File: src/tlbmmu_pkg.sv
// ----------------------------------------------------------------------------
// tlbmmu_pkg
// Shared sizes, table entry layouts and register indexes of the TLB/paging MMU.
// ----------------------------------------------------------------------------
package tlbmmu_pkg;

  localparam int VIRT_PAGES  = 1024;
  localparam int FRAMES      = 64;
  localparam int TLB_ENTRIES = 16;

  localparam int VPN_W   = $clog2(VIRT_PAGES);
  localparam int FRAME_W = $clog2(FRAMES);
  localparam int SLOT_W  = $clog2(TLB_ENTRIES);
  localparam int PN_W    = 11;
  localparam int FN_W    = 7;
  localparam int TN_W    = 5;
  localparam int SH_W    = 5;

  localparam logic [2:0] REG_TLB_LRU    = 3'd0;
  localparam logic [2:0] REG_PAGE_LRU   = 3'd1;
  localparam logic [2:0] REG_VIRT_PAGES = 3'd2;
  localparam logic [2:0] REG_FRAMES     = 3'd3;
  localparam logic [2:0] REG_TLB_SLOTS  = 3'd4;
  localparam logic [2:0] REG_PAGE_SHIFT = 3'd5;

  typedef struct packed {
    logic               resident;
    logic               written;
    logic [FRAME_W-1:0] frame;
  } pt_entry_t;

  typedef struct packed {
    logic [VPN_W-1:0] owner;
    logic [31:0]      stamp;
  } ft_entry_t;

  typedef struct packed {
    logic               init;
    logic               fill;
    logic               touch;
    logic [SLOT_W-1:0]  slot;
    logic [VPN_W-1:0]   vpn;
    logic [FRAME_W-1:0] frame;
  } tlb_cmd_t;

  typedef struct packed {
    logic               hit;
    logic [SLOT_W-1:0]  slot;
    logic [FRAME_W-1:0] frame;
    logic [SLOT_W-1:0]  victim;
    logic               busy;
  } tlb_stat_t;

endpackage

File: src/tlbmmu_tlb.sv
// ----------------------------------------------------------------------------
// tlbmmu_tlb
// Fully associative TLB: parallel lookup, slot refill, stamps and victim pick.
// ----------------------------------------------------------------------------
module tlbmmu_tlb (
  input  logic                 clk,
  input  logic                 rst,
  input  logic                 lru_mode,
  input  logic [tlbmmu_pkg::TN_W-1:0]  tn,
  input  logic [tlbmmu_pkg::VPN_W-1:0] lookup_vpn,
  input  tlbmmu_pkg::tlb_cmd_t cmd,
  output tlbmmu_pkg::tlb_stat_t stat
);
  import tlbmmu_pkg::*;

  logic [VPN_W-1:0]   vpage [TLB_ENTRIES];
  logic [FRAME_W-1:0] frame [TLB_ENTRIES];
  logic [31:0]        stamp [TLB_ENTRIES];
  logic [31:0]        clock;
  logic [SLOT_W-1:0]  victim;
  logic               busy;
  logic [TN_W-1:0]    scan_idx;
  logic [31:0]        best_stamp;
  logic [SLOT_W-1:0]  best_idx;
  logic               hit;
  logic [SLOT_W-1:0]  hit_slot;
  logic [TN_W-1:0]    slot_inc;

  // lowest matching slot among those in use
  always_comb begin
    hit      = 1'b0;
    hit_slot = '0;
    for (int s = TLB_ENTRIES - 1; s >= 0; s--) begin
      if (TN_W'(s) < tn && vpage[s] == lookup_vpn) begin
        hit      = 1'b1;
        hit_slot = SLOT_W'(s);
      end
    end
  end

  assign slot_inc = TN_W'(cmd.slot) + TN_W'(1);

  always_comb begin
    stat.hit    = hit;
    stat.slot   = hit_slot;
    stat.frame  = frame[hit_slot];
    stat.victim = victim;
    stat.busy   = busy;
  end

  always_ff @(posedge clk) begin
    if (rst || cmd.init) begin
      for (int s = 0; s < TLB_ENTRIES; s++) begin
        vpage[s] <= VPN_W'(s);
        frame[s] <= FRAME_W'(s);
        stamp[s] <= '0;
      end
      clock    <= '0;
      victim   <= '0;
      busy     <= 1'b0;
      scan_idx <= '0;
    end else begin
      if (cmd.fill) begin
        vpage[cmd.slot] <= cmd.vpn;
        frame[cmd.slot] <= cmd.frame;
      end
      if (cmd.touch) begin
        if (lru_mode) begin
          clock           <= clock + 32'd1;
          stamp[cmd.slot] <= clock + 32'd1;
          busy            <= 1'b1;
          scan_idx        <= '0;
        end else if (cmd.fill) begin
          victim <= (slot_inc < tn) ? slot_inc[SLOT_W-1:0] : '0;
        end
      end else if (busy) begin
        if (scan_idx < tn) begin
          if (scan_idx == '0 || stamp[scan_idx[SLOT_W-1:0]] < best_stamp) begin
            best_stamp <= stamp[scan_idx[SLOT_W-1:0]];
            best_idx   <= scan_idx[SLOT_W-1:0];
          end
          scan_idx <= scan_idx + TN_W'(1);
        end else begin
          victim <= best_idx;
          busy   <= 1'b0;
        end
      end
    end
  end

endmodule

File: config.mk
export PLATFORM = sky130hd
export DESIGN_NAME = tlbmmu_tlb
export DESIGN_NICKNAME = d
export VERILOG_FILES = /design/src/tlbmmu_pkg.sv /design/src/tlbmmu_tlb.sv
export SDC_FILE = /design/constraint.sdc
export NUM_CORES = 1
export LEC_CHECK = 0
export ABC_CLOCK_PERIOD_IN_PS = 6100
export BUFFER_PORTS_ARGS = -buffer_cell sky130_fd_sc_hd__buf_2
export CORE_UTILIZATION = 57
export DETAILED_ROUTE_END_ITERATION = 8
export PLACE_DENSITY = 0.82
export SLEW_MARGIN = 40
export SYNTH_ARGS = -nofsm -noshare
export SYNTH_HDL_FRONTEND = slang
export SYNTH_SLANG_ARGS = --single-unit
File: constraint.sdc
create_clock -name clk -period 6.1 [get_ports clk]
set_input_delay 0.61 -clock clk [delete_from_list [all_inputs] [get_ports clk]]
set_output_delay 0.61 -clock clk [all_outputs]
set_load 0.02 [all_outputs]
==> results.md <==
* Status: completed
* Worst rel slew slack at 39.9%
* Routed WL at 109000 um
* Clk_skew at 0.0265 ns
* Min-Delay Path Class: input pin to flop
* Worst Hold Launch: cmd[16]
* Port Buffers at 56
* Tot GR Track Use at 31.7%
* Final std cells w/o fill at 3823
* Peak supply drop at 0.000288 V
* Total of max-cap violations at 0
* Post-layout util at 63.8%
* Worst Path Required at 5.49 ns
* Cell type with the largest total area after synthesis: edfxtp_1
* CTS H-tree depth at 3
* Crit path capture type: output pin
* Fin nets at 2965
* Antenna-violating nets left at 0
* R2R setup slack at 0.83 ns
* Layout cells sized above 1 at 15.9%
* Achievable Freq at 0.186 GHz
* CTS tree: built
* Max Root-Sink Buffers at 3
* Final Hold Vio Count at 0
* Row count at 95
* Post-route cell area at 43000 um^2
* Crit start category: input pin
* Hpwl dp at 65000 um
* Post-cts sizing count at 0
* Io pins at 57
* Post-synth EDFFs at 804
* Delay of the slowest critical-path stage at 0.63 ns
* Grt met1 use at 40.5%
* # fillers at 4569
* Synthesized Nets at 2954
* Crit path DAT at 4.78 ns
* Distinct cell type count after synthesis at 59
* Period utilization at 88.3%
* CTS Buf Count at 85
* Max Slew Vio Count at 0
* Ys Warns at 0
* Tmin final at 5.39 ns
* CP max-delay cell: nor4_1
* Seq cells post-synth at 850
* Placed cell area at 40200 um^2
* Die Wd at 263 um
* Vias at 25300
* Mapped Avg Cell Area at 13.6 um^2
* 1st-pass router iterations at 6
* Height of the die at 263 um
* Skew-Pair Late Insertion Delay at 0.66 ns
* Drt via density at 6.61
* Clock Sinks at 850
* Root Buffer: clkbuf_16
* Die area at 69300 um^2
* Largest net degree at the start of global routing at 64
* Power density cells at 294 nW/um^2
* Grt ovf at 0
* Cts hold-fix bufs at 0
* Vias in the first global route at 25300
* Synth cell count leaders: 804 x edfxtp_1, 570 x nor2_1, 197 x and2_1
* R2R Path End: best_idx[2]$_DFFE_PP_
* CP cell instances: buf_2, xnor2_1, nand4_1, nor4_1, o21ai_1, and2_1, nor2_4, buf_4, mux2i_1, o22ai_1, or3_1, buf_2
* First-pass GRT wire length at 161000 um
* GR met3 Demand/Resource at 5.59%
* Cells after DPL at 3664
* Gr busiest metal: met2
* Worst Tran Pin Value at 0.900 ns
* Static Leak at 15.3 nW
* Drt wl/cell at 28.6 um
* Post-CTS Setup Bufs at 0
* Initial antenna violation count at 2
* CTS clk-pin slew, worst paths at 0.06 ns
* Final RePlAce weighted congestion at 0.943
* Most common cell on crit path: buf_2
* Max FO, Critical Path at 19
* Area Growth Syn to Fin at 10.4%
* Area share of the largest cell type after synthesis at 62.0%
* Initial DRC Count at 3685
* M2 GR Usage at 52.0%
* Setup TNS at 0 ns
* DRC violations left at 0
* Worst hold slack at 0.386 ns
* Final setup viols at 0
* Initial Util at 57.8%
* Critical path class: input pin to output pin
* Cells after synthesis at 2867
* CORE AREA at 67400 um^2
* Mapped Area at 38900 um^2
* Hold EP: victim[0]$_SDFFE_PP0P_
* Main synth FF type: edfxtp_1
* Top post-synthesis cells by area: edfxtp_1 62%, mux4_2 9.3%, nor2_1 5.5%
* R2R depth at 11
* Most frequently used cell type in the post-synthesis netlist: edfxtp_1
* Unrepaired setup endpoints after global routing: no
* Synth async-reset ratio at 0%
* Sequential area share after synthesis at 64.4%
* Hold depth at 4
[flip-flops by register name, indices dropped and copies added, names as in the netlist, named ones only]
| name | flops |
|---|---|
| victim | 4 |
| clock | 32 |
| scan_idx | 5 |
| busy | 1 |
| stamp | 512 |
| vpage | 160 |
| best_idx | 4 |
| best_stamp | 32 |
| frame | 96 |
[stage by stage]
| step | setup slack [ns] | total power, mW |
|---|---|---|
| 3_3_place_gp | 0.945 | 7.49 |
| 4_1_cts | 0.768 | 12.6 |
| 3_5_place_dp | 0.875 | 7.53 |
| 6_report | 0.712 | 12.6 |
| 5_1_grt | 0.633 | 12.9 |
| 2_1_floorplan | 0.458 | 7.23 |
[how the worst max path moves through the flow]
| stage | from | depth (start not counted) | end |
|---|---|---|---|
| 2_1_floorplan | flop | 16 | best_idx[0]$_DFFE_PP_ |
| 3_3_place_gp | lookup_vpn[0] | 12 | stat[5] |
| 3_5_place_dp | lookup_vpn[0] | 12 | stat[10] |
| 4_1_cts | flop | 11 | best_idx[2]$_DFFE_PP_ |
| 5_1_grt | lookup_vpn[0] | 12 | stat[10] |
| 6_report | lookup_vpn[0] | 12 | stat[10] |
[critical path: cells and delay by family]
| kind | cells | cell delay, ns |
|---|---|---|
| simple gates | 5 | 2.17 |
| buf+inv | 3 | 0.99 |
| xor+xnor | 1 | 0.19 |
| compound gates | 2 | 0.53 |
| mux | 1 | 0.27 |
[cell type report]
type	count	area [um^2]	share of cell area (%)
Antenna cell	1	2.50	0.00582
Clock buffer	112	2300	5.35
Clock inverter	46	432	1.00
Inverter	48	180	0.419
Multi-Input combinational cell	1753	12900	30.1
Sequential cell	850	25100	58.3
Tap cell	873	1090	2.54
Timing Repair Buffer	140	973	2.26
[layer usage]
layer,part of all wire (%),vias up
met3,12,431
li1,-,10400
met1,34,12500
met2,49,1924
met5,0,-
met4,5.6,0
[power breakdown]
group	total, mW	switching, mW	internal, mW
logic	0.699	0.470	0.229
clock network	5.20	2.27	2.92
registers	6.74	0.105	6.63
total	12.6	2.85	9.78
[kinds of logic after synthesis]
logic type,count (synthesis),share of synthesized area (%)
buffers and inverters,264,2.83
AOI/OAI and AO/OA,160,2.82
xor gates and xnor gates,199,4.48
adders and majority gates,46,1.48
DFF,850,64.4
and+or+nand+nor,1153,13.9
muxes,195,10.2
[placed cells by master (no fill, tap or decap), types with 12 or more instances in the layout]
master     count
edfxtp_1     804
nor2_1       559
and2_1       197
mux4_2       160
xnor2_1      141
nand2_1      123
clkbuf_16     86
buf_4         79
or3_1         78
xor2_1        57
buf_2         56
inv_1         47
nand3_1       46
ha_1          46
dfxtp_1       41
mux2i_1       35
nand4_1       34
a21oi_1       24
clkinv_1      22
clkbuf_1      21
nand2_2       19
a21o_1        18
o21ai_1       16
nor3_1        15
o21ai_0       15
nand2b_1      14
o211ai_1      13
a21boi_0      12
nor4_1        12
o22ai_1       12
nand3b_1      12
No activity file was read; power rests on OpenSTA's default activity.
